**src/rtl/gdma_pkg.sv**
```systemverilog
`default_nettype none

package gdma_pkg;

  // Window depth used when the top level is not overridden.
  localparam int unsigned WINDOW_DEFAULT = 10;

  // Field widths.
  localparam int unsigned BYTE_W    = 8;
  localparam int unsigned MM_W      = 16;
  localparam int unsigned DIST_W    = 13;
  localparam int unsigned DIST_MAX  = 6553;
  localparam int unsigned CNT_W     = 16;
  localparam int unsigned RUN_W     = 7;
  localparam int unsigned AVG_W     = 16;
  localparam int unsigned MS_W      = 16;
  localparam int unsigned CFG_W     = 16;
  localparam int unsigned CFG_IDX_W = 2;
  localparam int unsigned PROD_W    = 32;

  // floor(mm / 10) for any 16-bit mm is (mm * 52429) >> 19.
  localparam logic [MM_W-1:0] MM_RECIP = 16'd52429;
  localparam int unsigned     MM_SHIFT = 19;

  // Register reset values.
  localparam logic [DIST_W-1:0] LOWER_RESET    = 13'd10;
  localparam logic [DIST_W-1:0] UPPER_RESET    = 13'd100;
  localparam logic [MS_W-1:0]   START_RESET    = 16'd60;
  localparam logic [MS_W-1:0]   STOP_RESET     = 16'd5000;
  localparam logic [MS_W-1:0]   INTERVAL_RESET = 16'd60;
  localparam logic [CNT_W-1:0]  RAMP_RESET     = 16'd1;

  typedef enum logic [CFG_IDX_W-1:0] {
    CFG_LOWER = 2'd0,
    CFG_UPPER = 2'd1,
    CFG_START = 2'd2,
    CFG_STOP  = 2'd3
  } cfg_idx_e;

  typedef enum logic [1:0] {
    CLS_ACCEPT = 2'd0,
    CLS_NEAR   = 2'd1,
    CLS_FAR    = 2'd2
  } cls_e;

endpackage

`default_nettype wire

```
**src/rtl/gdma_cell.sv**
```systemverilog
`default_nettype none

module gdma_cell
  import gdma_pkg::*;
(
  input  wire logic              clk_i,
  input  wire logic              rst_ni,
  input  wire logic              shift_i,
  input  wire logic [DIST_W-1:0] data_i,
  output logic      [DIST_W-1:0] data_o
);

  logic [DIST_W-1:0] data_q;

  // One window entry; it takes its neighbor's value whenever a reading is kept.
  always_ff @(posedge clk_i or negedge rst_ni) begin
    if (!rst_ni) begin
      data_q <= '0;
    end else if (shift_i) begin
      data_q <= data_i;
    end
  end

  assign data_o = data_q;

endmodule

`default_nettype wire

```
**src/rtl/gated_distance_moving_average.sv**
```systemverilog
`default_nettype none

// Channel   Direction  Handshake                 Payload
// input     in         in_valid_i / in_ready_o   range_high_byte_i, range_low_byte_i
// result    out        out_valid_o / out_ready_i distance_whole_cm_o ... ramp_step_o
// config    in         cfg_valid_i / cfg_ready_o cfg_index_i, cfg_data_i
//
// One reading enters per cycle unless the output stalls; results pass the input, gating,
// scaling and output registers in turn. The gating stage updates the window, the running sum
// and the interval ramp together, and shifts the cell chain once per kept reading.
// Reset clears the window cells, all counters and the pipeline; registers take their defaults.
// A stalled output only blocks as far back as the next empty stage, so bubbles are absorbed.

module gated_distance_moving_average
  import gdma_pkg::*;
#(
  parameter int unsigned WINDOW = WINDOW_DEFAULT
) (
  input  wire logic                 clk_i,
  input  wire logic                 rst_ni,

  input  wire logic                 cfg_valid_i,
  output logic                      cfg_ready_o,
  input  wire logic [CFG_IDX_W-1:0] cfg_index_i,
  input  wire logic [CFG_W-1:0]     cfg_data_i,

  input  wire logic                 in_valid_i,
  output logic                      in_ready_o,
  input  wire logic [BYTE_W-1:0]    range_high_byte_i,
  input  wire logic [BYTE_W-1:0]    range_low_byte_i,

  output logic                      out_valid_o,
  input  wire logic                 out_ready_i,
  output logic      [DIST_W-1:0]    distance_whole_cm_o,
  output logic      [1:0]           reading_class_o,
  output logic      [AVG_W-1:0]     average_tenths_cm_o,
  output logic                      average_valid_o,
  output logic      [CNT_W-1:0]     too_near_total_o,
  output logic      [CNT_W-1:0]     too_far_total_o,
  output logic      [MS_W-1:0]      next_interval_ms_o,
  output logic      [CNT_W-1:0]     ramp_step_o
);

  // The running sum must hold WINDOW full-scale readings.
  localparam int unsigned TOTAL_W = $clog2(WINDOW * DIST_MAX + 1);
  // The average is floor(total * 10 / WINDOW). The product total * 10 is taken
  // times a rounded-up reciprocal of WINDOW; the extra WLOG fraction bits keep
  // the rounding error below 1 / WINDOW, so the floor is exact.
  localparam int unsigned XW   = TOTAL_W + 4;
  localparam int unsigned WLOG = $clog2(WINDOW);
  localparam int unsigned SH   = XW + WLOG;
  localparam int unsigned MW   = XW + 1;
  localparam int unsigned PW   = SH + AVG_W;
  localparam logic [63:0] RECIP_WIDE =
    ((64'd1 << SH) + 64'(WINDOW) - 64'd1) / 64'(WINDOW);
  localparam logic [MW-1:0] RECIP = RECIP_WIDE[MW-1:0];
  localparam logic [TOTAL_W-1:0] TOTAL_MAX = TOTAL_W'(WINDOW * DIST_MAX);

  // What a result carries from the gating stage to the output register.
  typedef struct packed {
    logic [DIST_W-1:0] dist_cm;
    cls_e              cls;
    logic              avg_valid;
    logic [CNT_W-1:0]  near;
    logic [CNT_W-1:0]  far;
    logic [MS_W-1:0]   interval;
    logic [CNT_W-1:0]  ramp;
  } rslt_t;

  // ---------------------------------------------------------------------------
  // Configuration registers. Writes must come only while the block is idle (not enforced).
  // ---------------------------------------------------------------------------
  logic [DIST_W-1:0] lower_q;
  logic [DIST_W-1:0] upper_q;
  logic [MS_W-1:0]   start_q;
  logic [MS_W-1:0]   stop_q;

  assign cfg_ready_o = 1'b1;

  always_ff @(posedge clk_i or negedge rst_ni) begin
    if (!rst_ni) begin
      lower_q <= LOWER_RESET;
      upper_q <= UPPER_RESET;
      start_q <= START_RESET;
      stop_q  <= STOP_RESET;
    end else if (cfg_valid_i) begin
      unique case (cfg_idx_e'(cfg_index_i))
        CFG_LOWER: lower_q <= cfg_data_i[DIST_W-1:0];
        CFG_UPPER: upper_q <= cfg_data_i[DIST_W-1:0];
        CFG_START: start_q <= cfg_data_i;
        CFG_STOP:  stop_q  <= cfg_data_i;
        default:   ;
      endcase
    end
  end

  // ---------------------------------------------------------------------------
  // Stage handshakes. Each stage loads when it is empty or when its item moves on.
  // ---------------------------------------------------------------------------
  logic v1_q, v2_q, v3_q, vo_q;
  logic rdy1, rdy2, rdy3, rdy4;
  logic move12, move23, move34;

  assign rdy4   = !vo_q || out_ready_i;
  assign rdy3   = !v3_q || rdy4;
  assign rdy2   = !v2_q || rdy3;
  assign rdy1   = !v1_q || rdy2;
  assign move12 = v1_q && rdy2;
  assign move23 = v2_q && rdy3;
  assign move34 = v3_q && rdy4;

  assign in_ready_o  = rdy1;
  assign out_valid_o = vo_q;

  always_ff @(posedge clk_i or negedge rst_ni) begin
    if (!rst_ni) begin
      v1_q <= 1'b0;
      v2_q <= 1'b0;
      v3_q <= 1'b0;
      vo_q <= 1'b0;
    end else begin
      if (rdy1) begin
        v1_q <= in_valid_i;
      end
      if (rdy2) begin
        v2_q <= v1_q;
      end
      if (rdy3) begin
        v3_q <= v2_q;
      end
      if (rdy4) begin
        vo_q <= v3_q;
      end
    end
  end

  // ---------------------------------------------------------------------------
  // Stage 1: millimetres to whole centimetres by reciprocal multiplication.
  // ---------------------------------------------------------------------------
  logic [PROD_W-1:0] mm_prod;
  logic [DIST_W-1:0] d1_q;

  assign mm_prod = PROD_W'({range_high_byte_i, range_low_byte_i}) * PROD_W'(MM_RECIP);

  always_ff @(posedge clk_i) begin
    if (in_valid_i && rdy1) begin
      d1_q <= mm_prod[MM_SHIFT +: DIST_W];
    end
  end

  // ---------------------------------------------------------------------------
  // Stage 2: gate the reading and update all running state once per item.
  // ---------------------------------------------------------------------------
  logic               keep;
  logic               near_hit;
  logic               shift_en;
  logic [DIST_W-1:0]  tap [WINDOW];
  logic [DIST_W-1:0]  oldest;

  logic [TOTAL_W-1:0] total_q, total_d;
  logic [RUN_W-1:0]   run_q, run_d, run_inc;
  logic [CNT_W-1:0]   near_q, near_d;
  logic [CNT_W-1:0]   far_q, far_d;
  logic [MS_W-1:0]    interval_q, interval_d;
  logic [CNT_W-1:0]   ramp_q, ramp_d;
  logic [PROD_W-1:0]  ramp_prod;
  cls_e               cls_d;
  logic               avg_valid_d;

  assign keep     = (d1_q > lower_q) && (d1_q < upper_q);
  assign near_hit = (d1_q <= lower_q);
  assign shift_en = move12 && keep;

  // The window is a chain of cells: a kept reading enters at the head and the
  // entry falling off the tail is the oldest one, which leaves the running sum.
  for (genvar k = 0; k < WINDOW; k++) begin : g_cell
    if (k == 0) begin : g_head
      gdma_cell u_cell (
        .clk_i  (clk_i),
        .rst_ni (rst_ni),
        .shift_i(shift_en),
        .data_i (d1_q),
        .data_o (tap[k])
      );
    end else begin : g_body
      gdma_cell u_cell (
        .clk_i  (clk_i),
        .rst_ni (rst_ni),
        .shift_i(shift_en),
        .data_i (tap[k-1]),
        .data_o (tap[k])
      );
    end
  end

  assign oldest    = tap[WINDOW-1];
  assign run_inc   = (run_q == '1) ? run_q : run_q + RUN_W'(1);
  assign ramp_prod = PROD_W'(start_q) * PROD_W'(ramp_q);

  always_comb begin
    total_d     = total_q;
    run_d       = run_q;
    near_d      = near_q;
    far_d       = far_q;
    interval_d  = interval_q;
    ramp_d      = ramp_q;
    avg_valid_d = 1'b0;
    if (keep) begin
      cls_d       = CLS_ACCEPT;
      total_d     = total_q - TOTAL_W'(oldest) + TOTAL_W'(d1_q);
      run_d       = run_inc;
      avg_valid_d = (run_inc >= RUN_W'(WINDOW));
      // The ramp restarts at the base interval once the product reaches the stop value.
      if (ramp_prod >= PROD_W'(stop_q)) begin
        interval_d = start_q;
        ramp_d     = RAMP_RESET;
      end else begin
        interval_d = ramp_prod[MS_W-1:0];
        ramp_d     = (ramp_q == '1) ? ramp_q : ramp_q + CNT_W'(1);
      end
    end else if (near_hit) begin
      cls_d  = CLS_NEAR;
      run_d  = '0;
      near_d = (near_q == '1) ? near_q : near_q + CNT_W'(1);
    end else begin
      cls_d  = CLS_FAR;
      run_d  = '0;
      far_d  = (far_q == '1) ? far_q : far_q + CNT_W'(1);
    end
  end

  always_ff @(posedge clk_i or negedge rst_ni) begin
    if (!rst_ni) begin
      total_q    <= '0;
      run_q      <= '0;
      near_q     <= '0;
      far_q      <= '0;
      interval_q <= INTERVAL_RESET;
      ramp_q     <= RAMP_RESET;
    end else if (move12) begin
      total_q    <= total_d;
      run_q      <= run_d;
      near_q     <= near_d;
      far_q      <= far_d;
      interval_q <= interval_d;
      ramp_q     <= ramp_d;
    end
  end

  rslt_t              r2_q;
  logic [TOTAL_W-1:0] total2_q;

  always_ff @(posedge clk_i) begin
    if (move12) begin
      r2_q.dist_cm   <= d1_q;
      r2_q.cls       <= cls_d;
      r2_q.avg_valid <= avg_valid_d;
      r2_q.near      <= near_d;
      r2_q.far       <= far_d;
      r2_q.interval  <= interval_d;
      r2_q.ramp      <= ramp_d;
      total2_q       <= total_d;
    end
  end

  // ---------------------------------------------------------------------------
  // Stage 3: scale the sum by ten with a shift and add.
  // ---------------------------------------------------------------------------
  rslt_t         r3_q;
  logic [XW-1:0] x3_q;

  always_ff @(posedge clk_i) begin
    if (move23) begin
      r3_q <= r2_q;
      x3_q <= (XW'(total2_q) << 3) + (XW'(total2_q) << 1);
    end
  end

  // ---------------------------------------------------------------------------
  // Stage 4: divide by WINDOW through the reciprocal and load the output register.
  // The average register keeps its value across rejected readings.
  // ---------------------------------------------------------------------------
  logic [PW-1:0]    avg_prod;
  rslt_t            ro_q;
  logic [AVG_W-1:0] avg_q;

  assign avg_prod = PW'(x3_q) * PW'(RECIP);

  always_ff @(posedge clk_i or negedge rst_ni) begin
    if (!rst_ni) begin
      avg_q <= '0;
    end else if (move34 && (r3_q.cls == CLS_ACCEPT)) begin
      avg_q <= avg_prod[SH +: AVG_W];
    end
  end

  always_ff @(posedge clk_i) begin
    if (move34) begin
      ro_q <= r3_q;
    end
  end

  assign distance_whole_cm_o = ro_q.dist_cm;
  assign reading_class_o     = ro_q.cls;
  assign average_tenths_cm_o = avg_q;
  assign average_valid_o     = ro_q.avg_valid;
  assign too_near_total_o    = ro_q.near;
  assign too_far_total_o     = ro_q.far;
  assign next_interval_ms_o  = ro_q.interval;
  assign ramp_step_o         = ro_q.ramp;

  // ---------------------------------------------------------------------------
  // Assertions.
  // ---------------------------------------------------------------------------
  a_valid_only_kept: assert property (@(posedge clk_i) disable iff (!rst_ni)
    out_valid_o && average_valid_o |-> reading_class_o == CLS_ACCEPT)
    else $error("average valid reported on a rejected reading");

  a_total_bound: assert property (@(posedge clk_i) disable iff (!rst_ni)
    total_q <= TOTAL_MAX)
    else $error("running sum exceeds a full window of maximum readings");

  a_stage2_hold: assert property (@(posedge clk_i) disable iff (!rst_ni)
    v2_q && !rdy3 |=> v2_q && $stable(r2_q) && $stable(total2_q))
    else $error("stage 2 item lost or changed while stalled");

  a_near_step: assert property (@(posedge clk_i) disable iff (!rst_ni)
    1'b1 |=> near_q == $past(near_q) || near_q == $past(near_q) + CNT_W'(1))
    else $error("too-near counter moved by more than one");

  a_ramp_nonzero: assert property (@(posedge clk_i) disable iff (!rst_ni)
    ramp_q != '0)
    else $error("ramp multiplier reached zero");

endmodule

`default_nettype wire

```
**config.mk**
```make
export PLATFORM = sky130hd
export DESIGN_NAME = gated_distance_moving_average
export DESIGN_NICKNAME = d
export VERILOG_FILES = /design/src/rtl/gdma_pkg.sv /design/src/rtl/gdma_cell.sv /design/src/rtl/gated_distance_moving_average.sv
export SDC_FILE = /design/constraint.sdc
export NUM_CORES = 2
export LEC_CHECK = 0
export BUFFER_PORTS_ARGS = -buffer_cell sky130_fd_sc_hd__buf_2
export CAP_MARGIN = 20
export CORE_ASPECT_RATIO = 0.75
export CORE_MARGIN = 2
export CORE_UTILIZATION = 25
export DETAILED_ROUTE_END_ITERATION = 10
export GPL_ROUTABILITY_DRIVEN = 0
export PLACE_DENSITY = 0.45
export SETUP_SLACK_MARGIN = 0.2
export SYNTH_ARGS = -nofsm -noshare
export SYNTH_HDL_FRONTEND = slang
export SYNTH_SLANG_ARGS = --single-unit
```
**constraint.sdc**
```tcl
create_clock -name clk_i -period 17.5 [get_ports clk_i]
set_clock_uncertainty 0.15 [all_clocks]
set_input_delay 3.5 -clock clk_i [delete_from_list [all_inputs] [get_ports clk_i]]
set_output_delay 3.5 -clock clk_i [all_outputs]
set_load 0.1 [all_outputs]
```
==> metrics <==
status complete, no violations; Worst R2R End r2_q[0]$_DFFE_PP_; period utilisation layout 55.6%; Fin. Hold Viols 0; syn_nets 5,048; max-slew violations 0; initial antenna violation count 8; DIE AREA 177,000 µm²; relative slew slack 27.3%; Fill cells 18,100; io pins 138; R2R Path Start ramp_q[4]$_DFFE_PN0P_; per-cell routed wire length 17.0 µm; Hold Path Origin r2_q[36]$_DFFE_PP_; placed inst area 46,800 µm²; synth-to-layout area growth 12.7%; most frequent cell after synthesis inv_1; Data required, critical path 17.72 ns; asr flop ratio synth 50.6%; Hold Crit Class reg2reg; worst reg2reg path depth 27; antenna viol nets, final 0; vias per cell 4.26; min cycle time layout 9.73 ns; Seq/Total Area, Yosys 36.9%; CTS tree done; worst hold path depth 0; top cells by instance count after synthesis inv_1 (714), nand2_1 (687), ha_1 (498), fa_1 (419), edfxtp_1 (288); setup ws final 7.77 ns; Post-synth EDFFs 288; Synth top area share 19.9%; Arr. time, crit path 9.95 ns; slew of the pin with the lowest slew margin 1.09 ns; hold endpoint r3_q[36]$_DFFE_PP_; WHS 0.256 ns; Netlist cell types 82; PortBufs 136; post_cts resized 0; first-pass GRT wire length 176,000 µm; DP HPWL 84,600 µm; max cap viols 0; Chip Height 365 µm; mapped cell area 43,500 µm²; CP endpoint kind flip-flop; kind of critical path reg2reg; detailed router's first-iteration violation count 1,844; Clock Sinks 583; grt ovf 0; Clock Tree Buf Depth 3; via count 27,800; # H-tree levels 3; NumNets Final 5,156; CP max FO 35; drt first pass iters 6; CTS Hold Buffers Added 0; fmax 103 MHz; clock root cell clkbuf_16; vias in the first global route 28,600; Setup violations, final 0; Startpoint Class flip-flop; share of layout cells above drive strength 1 9.00%; cts bufs inserted 67; # rows 132; Placeable Area 173,000 µm²; clk_lat worst skew 0.66 ns; post-synthesis register bit count 583; Reg2Reg Setup Slack 7.77 ns; Initial Util 25.2%; area leader, netlist edfxtp_1; setup tns final 0 ns; die extent in x 486 µm; final instance area 49,000 µm²; clk slew on worst S/H paths 0.06 ns; total wire length 111,000 µm; Tot GR Track Use 12.8%; RSZ-0062 raised after global routing no; largest net degree at the start of global routing 131; Synth Instances 4,092; worst slack, placed 7.59 ns; most area-consuming cells after synthesis edfxtp_1 (20%), fa_1 (19%), dfrtp_1 (16%); syn avg cell area 10.6 µm²; Post-CTS Setup Inserts 0; Crit. Startpoint ramp_q[4]$_DFFE_PN0P_; warnings from Yosys 0; # DRC 0; Primary FF master, synth edfxtp_1
==> area by class of cell <==
cell class	count	area [µm²]	area share, %
antenna	2	5.00	0.0102
clock buffer	92	1890	3.86
clock inverter	32	305	0.623
inverter	714	2690	5.48
multi-input combinational	2663	24300	49.5
sequential	583	16100	32.8
tap	2278	2850	5.81
timing repair buffer	171	963	1.97
==> worst max path at each step <==
stage / to / cells past startpoint / slack, ns
floorplan: d1_q[12]$_DFFE_PP_ / 19 / 8.28
global placement: d1_q[12]$_DFFE_PP_ / 20 / 7.64
detailed placement: d1_q[12]$_DFFE_PP_ / 20 / 7.59
CTS: r2_q[29]$_DFFE_PP_ / 27 / 7.84
global route: r2_q[29]$_DFFE_PP_ / 27 / 7.39
finish: r2_q[0]$_DFFE_PP_ / 27 / 7.77
==> placed cells by master (no fill, tap or decap), types with 46 or more instances in the layout <==
cell       netlist  routed
a21oi_1         93      93
and2_1         125     123
buf_2            2     136
clkbuf_16        0      69
dfrtp_1        276     276
edfxtp_1       288     288
fa_1           419     419
ha_1           498     498
inv_1          714     713
mux2_2          57      57
nand2_1        687     686
nand3_1         51      51
nor2_1         113     112
o21ai_0        155     155
xnor2_1         82      82
xor2_1          46      46
==> per-layer routing <==
layer | share of wire (%) | global-route usage (%) | vias to the layer above
met5 | 0 | 0 | -
met2 | 40 | 18.2 | 557
li1 | - | - | 13400
met3 | 4.7 | 1.96 | 111
met4 | 1.6 | 2.36 | 0
met1 | 53 | 20.2 | 13700
==> registers in the layout, summed over array words and instances (netlist names), 16 cells and up <==
| name | flops |
|---|---|
| too_near_total_o | 16 |
| too_far_total_o | 16 |
| total2_q | 16 |
| near_q | 16 |
| g_cell.g_body.u_cell.data_o | 117 |
| average_tenths_cm_o | 16 |
| total_q | 16 |
| r3_q | 80 |
| far_q | 16 |
| ramp_step_o | 16 |
| x3_q | 19 |
| ramp_q | 16 |
| interval_q | 16 |
| stop_q | 16 |
| start_q | 16 |
| r2_q | 80 |
| next_interval_ms_o | 16 |
==> logic make-up after synthesis <==
logic type / count (synthesis) / synth area share, %
AND/OR/NAND/NOR: 1119 / 11.4
adder cells (fa/ha/maj): 918 / 33.6
buffers and inverters: 846 / 7.37
flip-flops: 583 / 36.9
AO/OA/AOI/OAI: 418 / 6.08
XOR/XNOR: 128 / 2.58
multiplexers: 79 / 1.98
other: 1 / 0.00862
==> worst max-delay path: stages (launching register included) <==
cell and delay [ns]:
dfrtp_1 0.72, and2_1 0.35, fa_1 0.54, inv_1 0.05
fa_1 0.45, fa_1 0.49, fa_1 0.56, inv_1 0.06
fa_1 0.48, inv_1 0.05, fa_1 0.48, inv_1 0.04
ha_1 0.35, a21o_1 0.22, a22o_1 0.23, a311oi_4 0.48
xnor2_1 0.38, ha_1 0.37, nor2b_1 0.13, o21ai_0 0.26
nand4_1 0.13, nor4_1 0.32, o211ai_1 0.14, nor4_1 0.26
and4_1 0.30, nand4_4 0.64, nor3_1 0.60, mux2i_1 0.14
==> per-stage QoR <==
stage / std cells / util, %
floorplan: 4092 / -
global route: 6533 / 28.4
CTS: 6532 / 28.4
global placement: 6408 / 27.1
finish: 6535 / 28.4
detailed placement: 6408 / 27.1
Power is left out: the tool's default activity adds up to more than one toggle a clock period on the data nets, which glitch-free logic cannot reach.
